--- config.mk ---
export PLATFORM = sky130hd
export DESIGN_NAME = deflate_fixed_huffman_encoder
export DESIGN_NICKNAME = d
export VERILOG_FILES = /design/src/rtl/dfhe_pkg.sv /design/src/rtl/dfhe_front.sv /design/src/rtl/dfhe_queue.sv /design/src/rtl/dfhe_back.sv /design/src/rtl/deflate_fixed_huffman_encoder.sv
export SDC_FILE = /design/constraint.sdc
export NUM_CORES = 1
export LEC_CHECK = 0
export ABC_AREA = 1
export BUFFER_PORTS_ARGS = -buffer_cell sky130_fd_sc_hd__buf_2
export CORE_MARGIN = 2
export CORE_UTILIZATION = 55
export DETAILED_ROUTE_END_ITERATION = 10
export PLACE_DENSITY_LB_ADDON = 0.1
export RECOVER_POWER = 50
export SKIP_LAST_GASP = 1
export SYNTH_ARGS = -nofsm -noshare
export SYNTH_HDL_FRONTEND = slang
export SYNTH_SLANG_ARGS = --single-unit
--- constraint.sdc ---
create_clock -name i_clk -period 5.9 [get_ports i_clk]
set_clock_uncertainty 0.15 [all_clocks]
set_input_delay 0.59 -clock i_clk [delete_from_list [all_inputs] [get_ports i_clk]]
set_output_delay 0.59 -clock i_clk [all_outputs]
set_load 0.02 [all_outputs]
--- src/rtl/dfhe_pkg.sv ---
`timescale 1ns / 1ps
`default_nettype none
package dfhe_pkg;

    localparam int NUM_SLOTS = 4;
    localparam int Q_DEPTH = 2;
    localparam int NUM_LEN_CODES = 29;
    localparam int NUM_DIST_CODES = 30;

    localparam logic [1:0] KIND_START   = 2'd0;
    localparam logic [1:0] KIND_LITERAL = 2'd1;
    localparam logic [1:0] KIND_MATCH   = 2'd2;
    localparam logic [1:0] KIND_END     = 2'd3;

    localparam logic [8:0] SYM_END_OF_BLOCK = 9'd256;
    localparam logic [8:0] SYM_LEN_FIRST    = 9'd257;
    localparam logic [8:0] LEN_MIN          = 9'd3;
    localparam logic [8:0] LEN_MAX          = 9'd258;
    localparam logic [15:0] DIST_MAX        = 16'd32768;
    localparam logic [3:0] DIST_CODE_WIDTH  = 4'd5;

    localparam logic [8:0] LEN_BASE [NUM_LEN_CODES] = '{
        9'd3, 9'd4, 9'd5, 9'd6, 9'd7, 9'd8, 9'd9, 9'd10, 9'd11, 9'd13, 9'd15, 9'd17,
        9'd19, 9'd23, 9'd27, 9'd31, 9'd35, 9'd43, 9'd51, 9'd59, 9'd67, 9'd83, 9'd99,
        9'd115, 9'd131, 9'd163, 9'd195, 9'd227, 9'd258};
    localparam logic [2:0] LEN_EXTRA [NUM_LEN_CODES] = '{
        3'd0, 3'd0, 3'd0, 3'd0, 3'd0, 3'd0, 3'd0, 3'd0, 3'd1, 3'd1, 3'd1, 3'd1,
        3'd2, 3'd2, 3'd2, 3'd2, 3'd3, 3'd3, 3'd3, 3'd3, 3'd4, 3'd4, 3'd4, 3'd4,
        3'd5, 3'd5, 3'd5, 3'd5, 3'd0};
    localparam logic [15:0] DIST_BASE [NUM_DIST_CODES] = '{
        16'd1, 16'd2, 16'd3, 16'd4, 16'd5, 16'd7, 16'd9, 16'd13, 16'd17, 16'd25,
        16'd33, 16'd49, 16'd65, 16'd97, 16'd129, 16'd193, 16'd257, 16'd385, 16'd513,
        16'd769, 16'd1025, 16'd1537, 16'd2049, 16'd3073, 16'd4097, 16'd6145,
        16'd8193, 16'd12289, 16'd16385, 16'd24577};
    localparam logic [3:0] DIST_EXTRA [NUM_DIST_CODES] = '{
        4'd0, 4'd0, 4'd0, 4'd0, 4'd1, 4'd1, 4'd2, 4'd2, 4'd3, 4'd3, 4'd4, 4'd4,
        4'd5, 4'd5, 4'd6, 4'd6, 4'd7, 4'd7, 4'd8, 4'd8, 4'd9, 4'd9, 4'd10, 4'd10,
        4'd11, 4'd11, 4'd12, 4'd12, 4'd13, 4'd13};

    typedef struct packed {
        logic [1:0]  kind;
        logic [7:0]  literal;
        logic [8:0]  match_length;
        logic [15:0] match_distance;
    } t_in_item;

    typedef struct packed {
        logic [12:0] code_bits;
        logic [3:0]  code_width;
        logic        code_word;
        logic        flush_request;
        logic        bad_token;
        logic        last_of_run;
    } t_out_item;

    typedef struct packed {
        logic [12:0] bits;
        logic [3:0]  width;
        logic        word;
        logic        flush;
        logic        bad;
    } t_field;

    typedef struct packed {
        t_field [NUM_SLOTS-1:0] fields;
        logic [1:0]             last_idx;
    } t_cmd;

    typedef struct packed {
        logic push;
        logic pop;
    } t_q_req;

    typedef struct packed {
        logic full;
        logic empty;
    } t_q_stat;

    function automatic t_field fixed_ll(input logic [8:0] sym);
        t_field r;
        r = '0;
        r.word = 1'b1;
        if (sym <= 9'd143) begin
            r.bits  = 13'(sym) + 13'h30;
            r.width = 4'd8;
        end else if (sym <= 9'd255) begin
            r.bits  = 13'(sym) + 13'h100;
            r.width = 4'd9;
        end else if (sym <= 9'd279) begin
            r.bits  = 13'(sym[7:0]);
            r.width = 4'd7;
        end else begin
            r.bits  = 13'(sym) - 13'h58;
            r.width = 4'd8;
        end
        return r;
    endfunction

endpackage
`default_nettype wire

--- src/rtl/dfhe_front.sv ---
`timescale 1ns / 1ps
`default_nettype none
module dfhe_front (
    input  var dfhe_pkg::t_in_item i_item,
    output dfhe_pkg::t_cmd         o_cmd
);
    import dfhe_pkg::*;

    logic [4:0]  li;
    logic [4:0]  di;
    logic        bad;
    logic        has_le;
    logic        has_de;
    t_field      f_lcode;
    t_field      f_lextra;
    t_field      f_dcode;
    t_field      f_dextra;
    logic [8:0]  len_off;
    logic [15:0] dist_off;

    always_comb begin
        li = '0;
        for (int i = 0; i < NUM_LEN_CODES; i++) begin
            if (i_item.match_length >= LEN_BASE[i]) li = 5'(i);
        end
        di = '0;
        for (int i = 0; i < NUM_DIST_CODES; i++) begin
            if (i_item.match_distance >= DIST_BASE[i]) di = 5'(i);
        end
    end

    always_comb begin
        bad = (i_item.match_length < LEN_MIN) || (i_item.match_length > LEN_MAX)
            || (i_item.match_distance == 16'd0) || (i_item.match_distance > DIST_MAX);
        has_le   = LEN_EXTRA[li] != 3'd0;
        has_de   = DIST_EXTRA[di] != 4'd0;
        len_off  = i_item.match_length - LEN_BASE[li];
        dist_off = i_item.match_distance - DIST_BASE[di];

        f_lcode  = fixed_ll(SYM_LEN_FIRST + 9'(li));
        f_lextra = '0;
        f_lextra.bits  = 13'(len_off);
        f_lextra.width = 4'(LEN_EXTRA[li]);
        f_dcode = '0;
        f_dcode.bits  = 13'(di);
        f_dcode.width = DIST_CODE_WIDTH;
        f_dcode.word  = 1'b1;
        f_dextra = '0;
        f_dextra.bits  = dist_off[12:0];
        f_dextra.width = DIST_EXTRA[di];
    end

    always_comb begin
        o_cmd = '0;
        case (i_item.kind)
            KIND_START: begin
                o_cmd.fields[0].bits  = 13'd1;
                o_cmd.fields[0].width = 4'd1;
                o_cmd.fields[1].bits  = 13'd1;
                o_cmd.fields[1].width = 4'd2;
                o_cmd.last_idx = 2'd1;
            end
            KIND_LITERAL: begin
                o_cmd.fields[0] = fixed_ll({1'b0, i_item.literal});
                o_cmd.last_idx = 2'd0;
            end
            KIND_END: begin
                o_cmd.fields[0] = fixed_ll(SYM_END_OF_BLOCK);
                o_cmd.fields[0].flush = 1'b1;
                o_cmd.last_idx = 2'd0;
            end
            KIND_MATCH: begin
                if (bad) begin
                    o_cmd.fields[0].bad = 1'b1;
                    o_cmd.last_idx = 2'd0;
                end else begin
                    o_cmd.fields[0] = f_lcode;
                    o_cmd.fields[1] = has_le ? f_lextra : f_dcode;
                    o_cmd.fields[2] = has_le ? f_dcode : f_dextra;
                    o_cmd.fields[3] = f_dextra;
                    o_cmd.last_idx = 2'd1 + 2'(has_le) + 2'(has_de);
                end
            end
            default: begin
                o_cmd = '0;
            end
        endcase
    end

endmodule
`default_nettype wire

--- src/rtl/dfhe_queue.sv ---
`timescale 1ns / 1ps
`default_nettype none
module dfhe_queue (
    input  var logic            i_clk,
    input  var logic            i_rst_n,
    input  var dfhe_pkg::t_q_req i_req,
    input  var dfhe_pkg::t_cmd   i_cmd,
    output dfhe_pkg::t_q_stat    o_stat,
    output dfhe_pkg::t_cmd       o_cmd
);
    import dfhe_pkg::*;

    localparam int PTR_W = $clog2(Q_DEPTH);

    t_cmd             r_mem [Q_DEPTH];
    logic [PTR_W-1:0] r_wr;
    logic [PTR_W-1:0] r_rd;
    logic [PTR_W:0]   r_count;
    logic             do_push;
    logic             do_pop;

    assign o_stat.full  = r_count == (PTR_W+1)'(Q_DEPTH);
    assign o_stat.empty = r_count == '0;
    assign do_push = i_req.push && !o_stat.full;
    assign do_pop  = i_req.pop && !o_stat.empty;
    assign o_cmd   = r_mem[r_rd];

    always_ff @(posedge i_clk) begin
        if (do_push) begin
            r_mem[r_wr] <= i_cmd;
        end
    end

    always_ff @(posedge i_clk) begin
        if (!i_rst_n) begin
            r_wr    <= '0;
            r_rd    <= '0;
            r_count <= '0;
        end else begin
            if (do_push) r_wr <= (r_wr == PTR_W'(Q_DEPTH - 1)) ? '0 : r_wr + 1'b1;
            if (do_pop)  r_rd <= (r_rd == PTR_W'(Q_DEPTH - 1)) ? '0 : r_rd + 1'b1;
            r_count <= r_count + (PTR_W+1)'(do_push) - (PTR_W+1)'(do_pop);
        end
    end

`ifndef SYNTHESIS
    a_count_bound: assert property (@(posedge i_clk) disable iff (!i_rst_n)
        r_count <= (PTR_W+1)'(Q_DEPTH))
        else $error("queue count over depth");
    a_count_track: assert property (@(posedge i_clk) disable iff (!i_rst_n)
        (do_push && !do_pop) |=> (r_count == $past(r_count) + 1'b1))
        else $error("queue count missed a push");
    a_no_pop_empty: assert property (@(posedge i_clk) disable iff (!i_rst_n)
        i_req.pop |-> !o_stat.empty)
        else $error("pop from empty queue");
`endif

endmodule
`default_nettype wire

--- src/rtl/dfhe_back.sv ---
`timescale 1ns / 1ps
`default_nettype none
module dfhe_back (
    input  var logic             i_clk,
    input  var logic             i_rst_n,
    input  var dfhe_pkg::t_q_stat i_stat,
    input  var dfhe_pkg::t_cmd    i_cmd,
    input  var logic             i_pop,
    output logic                 o_q_pop,
    output logic                 o_valid,
    output dfhe_pkg::t_out_item  o_result
);
    import dfhe_pkg::*;

    t_cmd      r_cmd;
    logic      r_have;
    logic [1:0] r_idx;
    logic      r_out_valid;
    t_out_item r_out;
    logic      out_free;
    logic      emit;
    logic      at_last;
    t_field    cur;

    assign out_free = !r_out_valid || i_pop;
    assign emit     = r_have && out_free;
    assign at_last  = r_idx == r_cmd.last_idx;
    assign cur      = r_cmd.fields[r_idx];
    assign o_q_pop  = !i_stat.empty && (!r_have || (emit && at_last));
    assign o_valid  = r_out_valid;
    assign o_result = r_out;

    always_ff @(posedge i_clk) begin
        if (o_q_pop) r_cmd <= i_cmd;
        if (emit) begin
            r_out.code_bits     <= cur.bits;
            r_out.code_width    <= cur.width;
            r_out.code_word     <= cur.word;
            r_out.flush_request <= cur.flush;
            r_out.bad_token     <= cur.bad;
            r_out.last_of_run   <= at_last;
        end
    end

    always_ff @(posedge i_clk) begin
        if (!i_rst_n) begin
            r_have      <= 1'b0;
            r_idx       <= '0;
            r_out_valid <= 1'b0;
        end else begin
            if (emit) begin
                r_out_valid <= 1'b1;
            end else if (i_pop) begin
                r_out_valid <= 1'b0;
            end
            if (o_q_pop) begin
                r_have <= 1'b1;
                r_idx  <= '0;
            end else if (emit) begin
                if (at_last) begin
                    r_have <= 1'b0;
                end else begin
                    r_idx <= r_idx + 1'b1;
                end
            end
        end
    end

`ifndef SYNTHESIS
    a_idx_in_range: assert property (@(posedge i_clk) disable iff (!i_rst_n)
        r_have |-> (r_idx <= r_cmd.last_idx))
        else $error("slot index past last field");
    a_bad_is_last: assert property (@(posedge i_clk) disable iff (!i_rst_n)
        (r_out_valid && r_out.bad_token) |-> (r_out.last_of_run && r_out.code_width == 4'd0))
        else $error("error result not alone");
    a_width_nonzero: assert property (@(posedge i_clk) disable iff (!i_rst_n)
        (r_out_valid && !r_out.bad_token) |-> (r_out.code_width != 4'd0))
        else $error("empty bit field emitted");
`endif

endmodule
`default_nettype wire

--- src/rtl/deflate_fixed_huffman_encoder.sv ---
// path: the first result of a token passes the command queue, the command register and the output register
// throughput: one result per cycle while the receiver keeps popping; a token yields one to four results
// a two-entry command queue parts token intake from result sequencing
// reset: synchronous active-low i_rst_n empties the queue and the output register
`timescale 1ns / 1ps
`default_nettype none
module deflate_fixed_huffman_encoder (
    input  var logic                i_clk,
    input  var logic                i_rst_n,
    input  var logic                push,
    output logic                    full,
    input  var dfhe_pkg::t_in_item  i_item,
    output logic                    empty,
    input  var logic                pop,
    output dfhe_pkg::t_out_item     o_result
);
    import dfhe_pkg::*;

    t_cmd    front_cmd;
    t_cmd    q_cmd;
    t_q_req  q_req;
    t_q_stat q_stat;
    logic    back_pop;
    logic    out_valid;

    dfhe_front u_front (
        .i_item (i_item),
        .o_cmd  (front_cmd)
    );

    assign q_req.push = push;
    assign q_req.pop  = back_pop;

    dfhe_queue u_queue (
        .i_clk   (i_clk),
        .i_rst_n (i_rst_n),
        .i_req   (q_req),
        .i_cmd   (front_cmd),
        .o_stat  (q_stat),
        .o_cmd   (q_cmd)
    );

    dfhe_back u_back (
        .i_clk    (i_clk),
        .i_rst_n  (i_rst_n),
        .i_stat   (q_stat),
        .i_cmd    (q_cmd),
        .i_pop    (pop && out_valid),
        .o_q_pop  (back_pop),
        .o_valid  (out_valid),
        .o_result (o_result)
    );

    assign full  = q_stat.full;
    assign empty = !out_valid;

endmodule
`default_nettype wire

**Word-level counts from Yosys, hierarchy flattened**

Memories as Yosys holds them, arrays and structs flattened. A register that Yosys moved wholly into a read port is not among the register bits.
Cells that the tools add are included.

- Memories kept: 5
- Word-level logic and storage cells: 225
- ROM bits: 1,024
- Memory bits (writable): 164
- Register bits after elaboration: 29
- Bits of input ports: 39

Memory list:

| name | depth | width | read ports | clocked after memory_dff | write ports | line | source |
|---|---|---|---|---|---|---|---|
| (name not given) | 32 | 16 | 1 | 0 | 0 | dfhe_front.sv:38 | `dist_off = i_item.match_distance - DIST_BASE[di];` |
| (name not given) | 32 | 9 | 1 | 0 | 0 | dfhe_front.sv:37 | `len_off = i_item.match_length - LEN_BASE[li];` |
| u_queue.r_mem | 2 | 82 | 1 | 1 | 1 | dfhe_queue.sv:15 | `t_cmd r_mem [Q_DEPTH];` |
| (name not given) | 32 | 4 | 1 | 0 | 0 | dfhe_front.sv:36 | `has_de = DIST_EXTRA[di] != 4'd0;` |
| (name not given) | 32 | 3 | 1 | 0 | 0 | dfhe_front.sv:35 | `has_le = LEN_EXTRA[li] != 3'd0;` |

- Bitwise operators: 4
- Multiplexer cells: 90
- Add/subtract/negate cells: 15
- Reduce and logical (&&, ||, !) cells: 27
- Eq/ne operators: 5
- Magnitude comparators: 67

Operators by type and width:

| kind | count |
|---|---|
| two-way mux 5 bit | 27 |
| two-way mux 79 bit | 1 |
| two-way mux 4 bit | 18 |
| two-way mux 17 bit | 4 |
| case mux 17 bit (4 select lines) | 1 |
| greater-or-equal comparator 9 x 4 -> 1 bit (second input constant) | 6 |
| greater-or-equal comparator 16 x 3 -> 1 bit (second input constant) | 3 |
| greater-or-equal comparator 9 x 5 -> 1 bit (second input constant) | 5 |
| binary-select mux 20 bit (select 2 bit) | 1 |
| two-way mux 20 bit | 2 |
| two-way mux 40 bit | 1 |
| greater-or-equal comparator 9 x 3 -> 1 bit (second input constant) | 4 |
| greater-or-equal comparator 9 x 6 -> 1 bit (second input constant) | 4 |
| greater-or-equal comparator 9 x 7 -> 1 bit (second input constant) | 4 |
| greater-or-equal comparator 9 x 8 -> 1 bit (second input constant) | 4 |
| two-way mux 3 bit | 12 |
| case mux 17 bit (2 select lines) | 1 |
| greater-or-equal comparator 16 x 10 -> 1 bit (second input constant) | 2 |
| greater-or-equal comparator 16 x 11 -> 1 bit (second input constant) | 2 |
| greater-or-equal comparator 16 x 12 -> 1 bit (second input constant) | 2 |
| greater-or-equal comparator 16 x 13 -> 1 bit (second input constant) | 2 |
| greater-or-equal comparator 16 x 14 -> 1 bit (second input constant) | 2 |
| greater-or-equal comparator 16 x 15 -> 1 bit (second input constant) | 2 |
| greater-or-equal comparator 16 x 2 -> 1 bit (second input constant) | 2 |
| 50 further kinds | 96 |

**Longest topological paths before layout**

- Depth after elaboration: 38
- Mapped depth: 51
- Mapped depth without buffers: 51

**By module**

From an unflattened synthesis, not the netlist that was laid out.

- Cells, all modules: 1,231
- Area, all modules: 14,141.1 um2

By module, submodules not included:

| module | area each (um2) | sequential area each (um2) | cells each | instances |
|---|---|---|---|---|
| dfhe_queue | 6,567.5 | 5,024.8 | 293 | 1 |
| dfhe_back | 3,886.2 | 3,173.0 | 256 | 1 |
| dfhe_front | 3,676.0 | 0.0 | 679 | 1 |
| deflate_fixed_huffman_encoder | 11.3 | 0.0 | 3 | 1 |

**Least setup slack after synthesis**

No wires, ideal clock.

- Path kind: input-to-reg
- Start: input port i_item[10] in the netlist's numbering
- End: memory u_queue.r_mem[0][61] in the netlist's numbering, data pin
- Required time: 5.480 ns
- Stages on the path: 47
- Path slack: 0.492 ns
- Arrival: 4.988 ns
- Setup time: 0.270 ns
- Path through: or2_1 -> nor2_2 -> nand2_2 -> or2_4 -> nor2_4 -> inv_2 -> nor3_2 -> nand2_1 -> nand2_1 -> nand2_1 -> nand2_1 -> nand2_1 -> nand2_1 -> nand2_1 -> nand2_1 -> nand2_1 -> nand2_1 -> nand2_1 -> [11 not listed] -> nand2_1 -> nand3_1 -> fa_1 -> nand3_1 -> and2_1 -> inv_1 -> a21oi_1 -> nor2_1 -> nor2_1 -> o21bai_1 -> a21oi_1 -> nor2_1 -> o21ai_0 -> nand2_1 -> a21o_1 -> a21oi_1 -> xor2_1 -> nor3_1

RTL lines:

| element | line | source |
|---|---|---|
| start: declaration | deflate_fixed_huffman_encoder.sv:12 | `input var dfhe_pkg::t_in_item i_item,` |
| end: declaration | dfhe_queue.sv:15 |  |

==> impl_metrics.csv <==
group,metric,value,unit
finish,area_growth,11.2,%
run_status,violations,"capacitance limit, slew limit",
floorplanning,fp.dieW,149,um
timing,fin_crit,5370,ps
pwr,vdd_drop_max,0.000224,V
synth,netlist_instances,1203,
global_routing,grt_pass1_vias,7954,
pwr,p_int,3.50,mW
setup_path,crit_path_max_fanout,6,
synth,synth_fp_nets,1289,
setup_path,cp.arrival,5410,ps
cts,cts_setup_buffers,0,
timing,final_hold_viol_count,0,
pwr,p_sw_frac,0.314,
cts,path_clk_slew,60,ps
global_routing,grt_util_all_layers,0.234,
detailed_routing,vias,8503,
cts,htree_levels,1,
pwr,p_clk_frac,0.257,
synth,synth_ff_type,"edfxtp_1",
setup_path,cp-end-kind,"flip-flop",
floorplanning,core,0.0208,mm^2
pwr,p_sw,1.61,mW
timing,fin_crit_sh,0.910,
finish,multiInputGateArea,0.00440,mm^2
setup_path,startpoint_type,"input port",
synth,async_reset_ff_frac,0,
synth,avgSynthCellArea,9.62,um^2
floorplanning,start_util,0.556,
job,cap_violations,7,
cts,clkLatencyLatePin,490,ps
detailed_routing,wl_per_cell,16.6,um
floorplanning,dieArea,0.0222,mm^2
timing,setup_tns,0,ps
detailed_routing,drtIter0Drc,675,
finish,layout.area.seq,0.00665,mm^2
synth,synth_edf_count,216,
timing,rsz0062_at_grt,"no",
finish,fillCellCount,1797,
finish,nets,1356,
synth,synth_cell_types,59,
detailed_routing,viasPerCell,5.45,
timing,relSlewSlack,-1.60,
setup_path,worst_path_max_delay_cell,"nor3_1",
synth,synth_area,0.0116,mm^2
setup_path,critPathKind,"in -> reg",
pwr,power_density,397,mW/mm^2
cts,cts.sinks,224,
placement,portBuffers,61,
synth,synth_seq_area_share,0.575,
min_path,hold_path.class,"in -> reg",
finish,drive_gt1_frac,0.108,
detailed_routing,drc,0,
global_routing,grt_max_degree,67,
pwr,combPwrFrac,0.248,
detailed_routing,final_antenna_net_count,0,
cts,root_buffer,"clkbuf_16",
finish,num_antenna_cells,0,
detailed_routing,wl,26000,um
floorplanning,num_rows,53,
global_routing,grt_overflow_total,0,
synth,ys_warn_count,0,
global_routing,grt_antenna_before_repair,0,
timing,tightestPinTransition,3910,ps
placement,hpwl,17700,um
timing,setup_violations,0,
placement,gp_routability_congestion,0.888,
setup_path,cp_common_cell,"nor2_1",
detailed_routing,first_pass_iters,5,
timing,setup_slack,532,ps
floorplanning,pin_count,62,
cts,cts_max_path_buffers,3,
global_routing,grt_pass1_wl,40700,um
synth,synth-seq-cells,224,
timing,drv_slew,296,
timing,max_freq,186,MHz
placement,preCtsSetupSlack,1.33,ps
cts,cts_tree,"built",
run_status,outcome,"finished with violations",
timing,hold_slack,210,ps
pwr,power_leakage,5.20,nW
setup_path,slowest_delay,350,ps
floorplanning,die_h,149,um
pwr,pwr-share-seq,0.495,
setup_path,cp_data_required_time,5950,ps
cts,numCtsBuffers,21,
-- cell families after synthesis --
kind of cell,after synthesis,share of synthesized area
xor gates and xnor gates,21,0.0159
buffers and inverters,145,0.0491
DFF,224,0.575
AOI/OAI and AO/OA,197,0.0979
muxes,1,0.000865
other,1,0.000324
and+or+nand+nor,567,0.209
adders and majority gates,47,0.0521
-- Yosys cell counts (all sizes together), types with 2 or more instances --
master	n	area share
ha	45	0.049
o22ai	16	0.0087
inv	106	0.034
o31ai	3	0.0019
clkinv	2	0.00065
a22oi	3	0.0019
clkbuf	25	0.0081
fa	2	0.0035
o211ai	4	0.0030
o21bai	2	0.0013
a31oi	8	0.0043
edfxtp	216	0.56
nor2	126	0.046
a21boi	2	0.0013
o32ai	3	0.0023
dfxtp	8	0.014
xnor2	7	0.0053
o21a	2	0.0013
nor4	7	0.0051
nand4	7	0.0038
nor3	22	0.012
or2	6	0.0035
xor2	14	0.011
o21ai	91	0.040
a41oi	3	0.0023
nand3	24	0.012
buf	12	0.0059
nand2	373	0.13
a21oi	52	0.023
-- worst max-delay path: cells and delay by family --
kind                     cells  cell delay, ps
AND/OR/NAND/NOR             15            2550
AO/OA/AOI/OAI                7             910
buffers and inverters        5             670
adder cells (fa/ha/maj)      2             460
XOR/XNOR                     1             230
-- metrics by stage --
stage / cell area [um^2] / cells / power (mW) / util
finish: 12900 / 1559 / 5.11 / 0.618
global route: 12900 / 1559 / 5.39 / 0.618
CTS: 12900 / 1559 / 5.12 / 0.619
detailed placement: 12200 / 1522 / 3.82 / 0.587
global placement: 12200 / 1522 / 3.79 / 0.587
floorplan: 11600 / 1203 / 3.38 / -
-- final timing paths --
check	from	to	slack, ps	cells after the start
max	i_item[0]	u_queue.r_mem[1][61]	530	30
min	i_rst_n	u_queue.r_count[0]	210	3
max reg2reg	u_queue.r_rd	u_queue.r_rd	1130	5
min reg2reg	u_queue.r_count[1]	u_queue.r_count[1]	340	1
-- power by group through the flow --
stage               clock [mW]  sequential [mW]  combinational [mW]
finish                    1.31             2.53                1.27
global route              1.39             2.57                1.43
CTS                       1.33             2.52                1.27
detailed placement           0             2.55                1.26
global placement             0             2.54                1.24
floorplan                    0             2.59               0.793
-- flip-flops by register name, summed over array words and instances (netlist names) --
register	count
u_back.r_cmd	65
u_queue.r_wr	1
u_queue.r_mem	130
u_back.r_have	1
u_back.r_idx	2
u_queue.r_rd	1
u_back.o_valid	1
u_queue.r_count	2
u_back.o_result	21
-- timing repair --
item,4_1_cts,5_1_grt
setup endpoints to repair,0,12
resized for setup,0,12
hold buffers,0,0
-- cells in the final DEF, fill, tap and decap left out, types with 36 or more instances in the layout --
| master | count |
|---|---|
| buf_2 | 36 |
| ha_1 | 44 |
| o21ai_0 | 81 |
| clkbuf_1 | 37 |
| edfxtp_1 | 216 |
| inv_1 | 98 |
| nand2_1 | 357 |
| nor2_1 | 113 |
| a21oi_1 | 47 |
-- area by class of cell --
type	instances	area share
multi-input cells	834	0.342
clock buffers	30	0.0450
repair buffers	81	0.0313
well taps	275	0.0267
clock inverters	7	0.00690
flip-flops and latches	224	0.517
inverters	108	0.0315
-- routing by layer --
layer  routed length (um)  up-vias  GRT usage
li1                     -     4223          -
met4                  548        0     0.0586
met2                12800      224      0.414
met5                    0        -          0
met1                11400     4016      0.313
met3                 1250       40     0.0214
(Power assumes the default switching activity.)
